`src/hdl/mclf_pkg.sv`:
```
// Package with the shared types and constants of the multi-channel linear fader.
`timescale 1ns / 1ps

package mclf_pkg;

  localparam int CHANNELS_DEF = 64;
  localparam int CHAN_LIMIT   = 64;

  localparam int LEVEL_W = 8;
  localparam int TICKS_W = 13;
  localparam int COUNT_W = 7;
  localparam int PROD_W  = LEVEL_W + TICKS_W;

  // Division of the fade time by ten as a multiply by a reciprocal and a shift.
  localparam logic [16:0] TICK_RECIP = 17'd52429;
  localparam int          TICK_SHIFT = 19;

  localparam int PADDR_W = 3;
  localparam logic        REG_ACTIVE = 1'b0;

  typedef enum logic [1:0] {
    OP_FADE = 2'd0,
    OP_DATA = 2'd1,
    OP_TICK = 2'd2,
    OP_NONE = 2'd3
  } op_t;

  typedef enum logic {
    KIND_LEVEL  = 1'b0,
    KIND_STATUS = 1'b1
  } kind_t;

  typedef enum logic [3:0] {
    ST_IDLE,
    ST_D_RD,
    ST_D_EXE,
    ST_D_STAT,
    ST_T_RD,
    ST_T_EXE,
    ST_T_DIV,
    ST_T_PUT,
    ST_FLUSH
  } state_t;

  typedef struct packed {
    logic [1:0]  operation;
    logic [5:0]  start_channel;
    logic [6:0]  count;
    logic [15:0] fade_time_ms;
    logic [7:0]  data_byte;
  } in_word_t;

  typedef struct packed {
    logic        kind;
    logic [5:0]  channel;
    logic [7:0]  level;
    logic        done_res;
    logic        last;
  } out_word_t;

  typedef struct packed {
    logic [LEVEL_W-1:0] cur;
    logic [LEVEL_W-1:0] tgt;
    logic [TICKS_W-1:0] tot;
    logic [TICKS_W-1:0] step;
  } chan_rec_t;

endpackage

```
`src/hdl/multi_channel_linear_fader_top.sv`:
```
// Multi-channel linear fader: command decode, channel record memory and shared serial divider.
// A fade command never holds the input. A data word holds it through the flush state alone
// when no command bytes remain or the command was rejected, else through the read, execute,
// status and flush states. A tick with no active channels does not hold it; else each channel
// passes the read and execute states, one mid-fade also the shared restoring divider (one
// quotient bit a cycle over a 21-bit product) and put state. Output stalls can lengthen these.
// Reset clears the command state, the channel count and the per-channel valid bits,
// so every channel reads as level zero with no fade; there is no clearing pass.
`timescale 1ns / 1ps

module multi_channel_linear_fader_top
  import mclf_pkg::*;
#(
  parameter int CHANNELS = CHANNELS_DEF
) (
  input  logic               clk,
  input  logic               rst_n,
  input  logic               in_valid,
  output logic               in_stall,
  input  in_word_t           in_word,
  output logic               out_valid,
  input  logic               out_stall,
  output out_word_t          out_word,
  input  logic               psel,
  input  logic               penable,
  input  logic               pwrite,
  input  logic [PADDR_W-1:0] paddr,
  input  logic [31:0]        pwdata,
  output logic [31:0]        prdata,
  output logic               pready
);

  localparam int DEPTH = (CHANNELS < CHAN_LIMIT) ? CHANNELS : CHAN_LIMIT;
  localparam int AW    = (DEPTH > 1) ? $clog2(DEPTH) : 1;
  localparam int CNT_W = $clog2(PROD_W);
  localparam logic [COUNT_W-1:0] DEPTH_C = COUNT_W'(DEPTH);
  localparam logic [CNT_W-1:0]   DIV_LAST = CNT_W'(PROD_W - 1);

  state_t              state_r, state_nxt;
  logic [COUNT_W-1:0]  active_r, active_nxt;
  logic [TICKS_W-1:0]  cmd_ticks_r, cmd_ticks_nxt;
  logic [COUNT_W-1:0]  cmd_rem_r, cmd_rem_nxt;
  logic [COUNT_W-1:0]  cmd_pos_r, cmd_pos_nxt;
  logic                cmd_err_r, cmd_err_nxt;
  logic [AW-1:0]       ch_r, ch_nxt;
  logic [LEVEL_W-1:0]  d_r, d_nxt;
  logic [PROD_W-1:0]   prod_r, prod_nxt;
  logic [TICKS_W-1:0]  rem_r, rem_nxt;
  logic [CNT_W-1:0]    cnt_r, cnt_nxt;
  logic                up_r, up_nxt;
  logic                pend_v_r, pend_v_nxt;
  out_word_t           pend_r, pend_nxt;
  logic                out_valid_r, out_valid_nxt;
  out_word_t           out_r, out_nxt;

  chan_rec_t           mem [DEPTH];
  logic [DEPTH-1:0]    vld_r;
  chan_rec_t           rec_q;
  logic                vld_q;
  logic                we;
  chan_rec_t           wrec;

  logic                cfg_wr;
  logic [COUNT_W-1:0]  eff;
  logic [7:0]          cmd_end;
  logic [32:0]         ms_prod;
  logic [LEVEL_W-1:0]  cur;
  logic [TICKS_W-1:0]  tot;
  logic [LEVEL_W-1:0]  held;
  logic [LEVEL_W-1:0]  diff;
  logic [TICKS_W:0]    rem_sh;
  logic                div_ge;
  logic [LEVEL_W-1:0]  part;
  logic [LEVEL_W-1:0]  tick_lvl;
  logic                ch_is_last;
  logic                out_free;
  logic                can_put;
  logic                put_en;
  out_word_t           put_word;

  assign pready   = 1'b1;
  assign cfg_wr   = psel && penable && pwrite;
  assign prdata   = (paddr[PADDR_W-1] == REG_ACTIVE) ? {25'd0, active_r} : 32'd0;

  assign eff      = (active_r > DEPTH_C) ? DEPTH_C : active_r;
  assign cmd_end  = {2'b00, in_word.start_channel} + {1'b0, in_word.count};
  assign ms_prod  = 33'(in_word.fade_time_ms) * 33'(TICK_RECIP);

  assign cur      = vld_q ? rec_q.cur : '0;
  assign tot      = vld_q ? rec_q.tot : '0;
  assign held     = (tot != '0) ? rec_q.tgt : cur;
  assign diff     = (rec_q.tgt > cur) ? rec_q.tgt - cur : cur - rec_q.tgt;
  assign rem_sh   = {rem_r, prod_r[PROD_W-1]};
  assign div_ge   = rem_sh >= {1'b0, tot};
  assign part     = prod_r[LEVEL_W-1:0];
  assign tick_lvl = up_r ? cur + part : cur - part;
  assign ch_is_last = (COUNT_W'(ch_r) + COUNT_W'(1)) >= eff;

  assign out_free = !out_valid_r || !out_stall;
  assign can_put  = !pend_v_r || out_free;
  assign in_stall = (state_r != ST_IDLE);
  assign out_valid = out_valid_r;
  assign out_word  = out_r;

  always_ff @(posedge clk) begin
    if (we) begin
      mem[ch_r] <= wrec;
    end
    rec_q <= mem[ch_r];
    vld_q <= vld_r[ch_r];
  end

  always_ff @(posedge clk) begin
    if (!rst_n) begin
      vld_r <= '0;
    end else if (we) begin
      vld_r[ch_r] <= 1'b1;
    end
  end

  always_ff @(posedge clk) begin
    if (!rst_n) begin
      state_r     <= ST_IDLE;
      active_r    <= '0;
      cmd_ticks_r <= '0;
      cmd_rem_r   <= '0;
      cmd_pos_r   <= '0;
      cmd_err_r   <= 1'b0;
      pend_v_r    <= 1'b0;
      out_valid_r <= 1'b0;
    end else begin
      state_r     <= state_nxt;
      active_r    <= active_nxt;
      cmd_ticks_r <= cmd_ticks_nxt;
      cmd_rem_r   <= cmd_rem_nxt;
      cmd_pos_r   <= cmd_pos_nxt;
      cmd_err_r   <= cmd_err_nxt;
      pend_v_r    <= pend_v_nxt;
      out_valid_r <= out_valid_nxt;
    end
  end

  always_ff @(posedge clk) begin
    ch_r   <= ch_nxt;
    d_r    <= d_nxt;
    prod_r <= prod_nxt;
    rem_r  <= rem_nxt;
    cnt_r  <= cnt_nxt;
    up_r   <= up_nxt;
    pend_r <= pend_nxt;
    out_r  <= out_nxt;
  end

  always_comb begin
    state_nxt     = state_r;
    active_nxt    = active_r;
    cmd_ticks_nxt = cmd_ticks_r;
    cmd_rem_nxt   = cmd_rem_r;
    cmd_pos_nxt   = cmd_pos_r;
    cmd_err_nxt   = cmd_err_r;
    ch_nxt        = ch_r;
    d_nxt         = d_r;
    prod_nxt      = prod_r;
    rem_nxt       = rem_r;
    cnt_nxt       = cnt_r;
    up_nxt        = up_r;
    pend_v_nxt    = pend_v_r;
    pend_nxt      = pend_r;
    out_valid_nxt = out_valid_r && out_stall;
    out_nxt       = out_r;
    we            = 1'b0;
    wrec          = rec_q;
    wrec.cur      = cur;
    wrec.tot      = tot;
    put_en        = 1'b0;
    put_word      = '{kind: KIND_STATUS, channel: '0, level: '0, done_res: 1'b0, last: 1'b0};

    if (cfg_wr && paddr[PADDR_W-1] == REG_ACTIVE) begin
      active_nxt = pwdata[COUNT_W-1:0];
    end

    case (state_r)
      ST_IDLE: begin
        if (in_valid) begin
          case (in_word.operation)
            OP_FADE: begin
              cmd_rem_nxt   = in_word.count;
              cmd_pos_nxt   = {1'b0, in_word.start_channel};
              cmd_err_nxt   = 1'b1;
              cmd_ticks_nxt = '0;
              if (cmd_end <= {1'b0, eff}) begin
                cmd_err_nxt   = 1'b0;
                cmd_ticks_nxt = ms_prod[TICK_SHIFT +: TICKS_W];
              end
            end
            OP_DATA: begin
              d_nxt = in_word.data_byte;
              if (cmd_rem_r == '0) begin
                put_en            = 1'b1;
                put_word.done_res = 1'b1;
                state_nxt         = ST_FLUSH;
              end else begin
                cmd_rem_nxt = cmd_rem_r - COUNT_W'(1);
                if (!cmd_err_r && cmd_pos_r < DEPTH_C) begin
                  ch_nxt      = cmd_pos_r[AW-1:0];
                  cmd_pos_nxt = cmd_pos_r + COUNT_W'(1);
                  state_nxt   = ST_D_RD;
                end else begin
                  put_en    = 1'b1;
                  state_nxt = ST_FLUSH;
                end
              end
            end
            OP_TICK: begin
              if (eff != '0) begin
                ch_nxt    = '0;
                state_nxt = ST_T_RD;
              end
            end
            default: begin
            end
          endcase
        end
      end
      ST_D_RD: begin
        state_nxt = ST_D_EXE;
      end
      ST_D_EXE: begin
        if (can_put) begin
          we               = 1'b1;
          put_word.kind    = KIND_LEVEL;
          put_word.channel = 6'(ch_r);
          state_nxt        = ST_D_STAT;
          if (cmd_ticks_r == '0) begin
            wrec.cur       = d_r;
            wrec.tot       = '0;
            put_en         = 1'b1;
            put_word.level = d_r;
          end else begin
            wrec.cur       = held;
            put_en         = (tot != '0);
            put_word.level = held;
            if (held == d_r) begin
              wrec.tot = '0;
            end else begin
              wrec.tot  = cmd_ticks_r;
              wrec.step = '0;
              wrec.tgt  = d_r;
            end
          end
        end
      end
      ST_D_STAT: begin
        if (can_put) begin
          put_en    = 1'b1;
          state_nxt = ST_FLUSH;
        end
      end
      ST_T_RD: begin
        state_nxt = ST_T_EXE;
      end
      ST_T_EXE: begin
        if (tot == '0) begin
          if (ch_is_last) begin
            state_nxt = ST_FLUSH;
          end else begin
            ch_nxt    = ch_r + AW'(1);
            state_nxt = ST_T_RD;
          end
        end else if (rec_q.step >= tot) begin
          if (can_put) begin
            we               = 1'b1;
            wrec.cur         = rec_q.tgt;
            wrec.tot         = '0;
            put_en           = 1'b1;
            put_word.kind    = KIND_LEVEL;
            put_word.channel = 6'(ch_r);
            put_word.level   = rec_q.tgt;
            if (ch_is_last) begin
              state_nxt = ST_FLUSH;
            end else begin
              ch_nxt    = ch_r + AW'(1);
              state_nxt = ST_T_RD;
            end
          end
        end else begin
          prod_nxt  = PROD_W'(diff) * PROD_W'(rec_q.step);
          up_nxt    = rec_q.tgt > cur;
          rem_nxt   = '0;
          cnt_nxt   = '0;
          state_nxt = ST_T_DIV;
        end
      end
      ST_T_DIV: begin
        rem_nxt  = div_ge ? TICKS_W'(rem_sh - {1'b0, tot}) : rem_sh[TICKS_W-1:0];
        prod_nxt = {prod_r[PROD_W-2:0], div_ge};
        cnt_nxt  = cnt_r + CNT_W'(1);
        if (cnt_r == DIV_LAST) begin
          state_nxt = ST_T_PUT;
        end
      end
      ST_T_PUT: begin
        if (can_put) begin
          we               = 1'b1;
          wrec.step        = rec_q.step + TICKS_W'(1);
          put_en           = 1'b1;
          put_word.kind    = KIND_LEVEL;
          put_word.channel = 6'(ch_r);
          put_word.level   = tick_lvl;
          if (ch_is_last) begin
            state_nxt = ST_FLUSH;
          end else begin
            ch_nxt    = ch_r + AW'(1);
            state_nxt = ST_T_RD;
          end
        end
      end
      ST_FLUSH: begin
        if (!pend_v_r) begin
          state_nxt = ST_IDLE;
        end else if (out_free) begin
          out_nxt       = pend_r;
          out_nxt.last  = 1'b1;
          out_valid_nxt = 1'b1;
          pend_v_nxt    = 1'b0;
          state_nxt     = ST_IDLE;
        end
      end
      default: begin
        state_nxt = ST_IDLE;
      end
    endcase

    if (put_en) begin
      if (pend_v_r) begin
        out_nxt       = pend_r;
        out_valid_nxt = 1'b1;
      end
      pend_nxt   = put_word;
      pend_v_nxt = 1'b1;
    end
  end

endmodule

```
`config.mk`:
```
export PLATFORM = sky130hd
export DESIGN_NAME = multi_channel_linear_fader_top
export DESIGN_NICKNAME = d
export VERILOG_FILES = /design/src/hdl/mclf_pkg.sv /design/src/hdl/multi_channel_linear_fader_top.sv
export SDC_FILE = /design/constraint.sdc
export NUM_CORES = 2
export LEC_CHECK = 0
export BUFFER_PORTS_ARGS = -buffer_cell sky130_fd_sc_hd__buf_2
export CORE_ASPECT_RATIO = 0.6
export CORE_MARGIN = 8
export CORE_UTILIZATION = 40
export DETAILED_ROUTE_END_ITERATION = 8
export PLACE_DENSITY = 0.55
export SETUP_SLACK_MARGIN = 0.2
export SYNTH_ARGS = -nofsm -noshare
export SYNTH_HDL_FRONTEND = slang
export SYNTH_SLANG_ARGS = --single-unit
export TNS_END_PERCENT = 10
```
`constraint.sdc`:
```
create_clock -name clk -period 10.5 [get_ports clk]
set_clock_uncertainty 0.15 [all_clocks]
set_input_delay 2.1 -clock clk [delete_from_list [all_inputs] [get_ports clk]]
set_output_delay 2.1 -clock clk [all_outputs]
set_load 0.005 [all_outputs]
```
==> reports/qor.csv <==
metric,value,unit
drt_iter0_markers,12600,
final_hold_viol_count,0,
routed_wl,406000,um
grtUsageMet1,0.390,
io_pins,133,
avgSynthCellArea,16.2,um2
fillers,25000,
grt_use_met3,0.0701,
grt.busiest_layer,met1,
period_share,0.848,
syn_to_final_growth,12.3,%
synth-edff-count,2775,
finalMaxSlewViolations,0,
synth_ff_type,edfxtp_1,
die_y,435,um
r2r_slack,1.59,ns
gp_congestion,0.859,
startpoint,vld_q$_DFF_P_,
layout_common_cells,"edfxtp_1, a22oi_1, buf_4",
required,10.99,ns
rsz0062_at_grt,no,
grt_pass1_vias,68500,
final_common_cell,edfxtp_1,
r2r-start,vld_q$_DFF_P_,
cts_root_buffer,clkbuf_16,
period_minus_slack,8.91,ns
nets,7868,
whs_path_depth,2,
grt_antenna_before_repair,21,
vias,73200,
syn-instance-count,7217,
min_to,vld_r[30]$_SDFFE_PN0P_,
grt_pass1_wl,557000,um
status,"finished, final reports clean",
worstPathArrival,9.39,ns
reg2reg_depth,29,
grt_max_degree,111,
synthArstFlopShare,0,
hpwl,230000,um
cts_buffers,248,
vdd_drop_max,0.682,mV
start_util,0.403,
power_density,266,mW/mm2
cp_common_cell,inv_1,
yosysWarningCount,0,
port-buffer-count,79,
rows,153,
ys_types,80,
drive_gt1_frac,0.116,
regToRegEndpoint,prod_r[20]$_DFFE_PP_,
tightestPinTransition,1.43,ns
ys_seq_area_frac,0.737,
critPathLaunchType,flop,
cp_slowest_cell,xnor2_1,
cts_setup_buffers,0,
cts.repair.resized,0,
maxCapViolCount,0,
die_width,714,um
clk_pin_slew,0.07,ns
met2_usage,0.346,
max_stage_delay,0.93,ns
dieArea,0.311,mm2
clockBufferDepth,4,
synth_area,0.117,mm2
finalSetupTns,0,ns
clock_sinks,2923,
clk_latency,0.94,ns
holdBufCountCts,0,
wl_per_cell,35.4,um
worstHoldStart,vld_r[30]$_SDFFE_PN0P_,
core,0.290,mm2
drtAntennaViolNets,0,
drt-vias-per-instance,6.38,
setup_viol,0,
worstSetupEndpointType,flop,
synth.ff_latch_count,2923,
path_class,flop to flop,
fmax,112,MHz
p_leak,0.0435,uW
grtUsageTotal,0.252,
remaining_drc_errors,0,
worstPathMaxFanout,28,
relSlewSlack,0.0418,
htreeDepth,4,
hold_path_class,flop to flop,
first_pass_iters,6,
tritoncts,yes,
overflow,0,
hold_ws,0.312,ns
layer usage:
layer	part of all wire	vias up
met2	0.40	4839
met5	0.00015	-
li1	-	29600
met4	0.028	10
met1	0.43	38100
met3	0.13	588
cells in the mapped netlist, types with 6 or more instances:
library cell | n | share of area
edfxtp_1 | 2775 | 0.71
a22oi_1 | 1071 | 0.069
clkbuf_1 | 325 | 0.010
inv_1 | 274 | 0.0088
ha_1 | 243 | 0.026
nand2_1 | 189 | 0.0061
a21oi_1 | 187 | 0.0080
a22o_1 | 166 | 0.012
a221oi_1 | 157 | 0.012
a31oi_1 | 153 | 0.0082
fa_1 | 150 | 0.026
dfxtp_1 | 148 | 0.025
nor2_1 | 128 | 0.0041
nand4_1 | 117 | 0.0063
nor3_1 | 105 | 0.0045
a41oi_1 | 100 | 0.0075
nand3_1 | 88 | 0.0038
o21ai_0 | 88 | 0.0038
buf_1 | 87 | 0.0028
xnor2_1 | 62 | 0.0046
and2_1 | 61 | 0.0033
a32o_1 | 57 | 0.0049
nor2b_1 | 55 | 0.0029
nor4_1 | 45 | 0.0024
mux2i_1 | 42 | 0.0036
nand2b_1 | 33 | 0.0018
buf_4 | 28 | 0.0018
xor2_1 | 25 | 0.0019
and3_1 | 24 | 0.0013
buf_2 | 22 | 0.00094
a21o_1 | 19 | 0.0012
o21a_1 | 16 | 0.0010
o221ai_1 | 15 | 0.0011
o31ai_1 | 15 | 0.00096
a211oi_1 | 11 | 0.00071
o211ai_1 | 11 | 0.00071
o21ai_1 | 9 | 0.00038
o21bai_1 | 9 | 0.00058
a21boi_0 | 8 | 0.00051
mux2_2 | 8 | 0.00077
buf_6 | 7 | 0.00067
or3_1 | 7 | 0.00037
a211o_1 | 6 | 0.00045
flip-flops by register name, indices dropped and copies added (netlist names), 4 cells and up, named ones only:
| register | cells |
|---|---|
| cmd_rem_r | 7 |
| mem | 2688 |
| cnt_r | 5 |
| rec_q | 42 |
| prod_r | 21 |
| cmd_pos_r | 7 |
| active_r | 7 |
| cmd_ticks_r | 13 |
| ch_r | 6 |
| state_r | 4 |
| pend_r | 16 |
| vld_r | 64 |
| d_r | 8 |
| rem_r | 13 |
worst max-delay path: cells and delay by family, from the launching register on:
kind	cells	cell delay (ns)
AND/OR/NAND/NOR	6	1.40
AO/OA/AOI/OAI	7	1.47
buffers and inverters	7	0.79
adder cells (fa/ha/maj)	6	3.13
flip-flops	1	0.46
multiplexers	1	0.17
XOR/XNOR	2	1.07
worst max path at each step:
stage / to / slack [ns] / depth (start not counted)
3_5_place_dp: prod_r[20]$_DFFE_PP_ / 1.76 / 29
3_3_place_gp: prod_r[20]$_DFFE_PP_ / 1.77 / 29
4_1_cts: prod_r[20]$_DFFE_PP_ / 1.75 / 29
2_1_floorplan: prod_r[20]$_DFFE_PP_ / 3.23 / 30
5_1_grt: prod_r[20]$_DFFE_PP_ / 1.09 / 29
6_report: prod_r[20]$_DFFE_PP_ / 1.59 / 29
through the flow:
stage,total power [uW],instance area [um2],util,setup slack [ns],cells
after CTS,35000,131000,0.453,1.75,11500
after global placement,25900,124000,0.426,1.77,11000
after floorplan,22500,117000,-,3.23,7241
after global routing,37000,131000,0.453,1.09,11500
final,35000,131000,0.453,1.59,11500
after detailed placement,25900,124000,0.426,1.76,11000
area by class of cell:
class	count	area [um2]	share of cell area
flip-flops and latches	2923	86300	0.656
multi-input cells	3569	28700	0.218
clock buffers	305	6480	0.0493
well taps	3875	4850	0.0369
repair buffers	372	2770	0.0211
clock inverters	145	1310	0.00997
inverters	280	1050	0.00800
diodes	4	10.0	0.0000761
logic make-up (layout without fill, tap and decap cells):
logic type,after synthesis,in the layout,synth area share
AOI/OAI and AO/OA,2132,2132,0.136
xor gates and xnor gates,87,87,0.00651
adders and majority gates,397,397,0.0520
buffers and inverters,749,1102,0.0256
DFF,2923,2923,0.737
muxes,51,51,0.00449
other,2,30,0.0000642
and+or+nand+nor,876,876,0.0384
power breakdown:
group	internal, uW	total, uW	switching [uW]
registers	14000	14100	179
logic	4330	11700	7330
clock network	4920	9210	4290
Note: power is estimated with default switching activity, not from simulation.
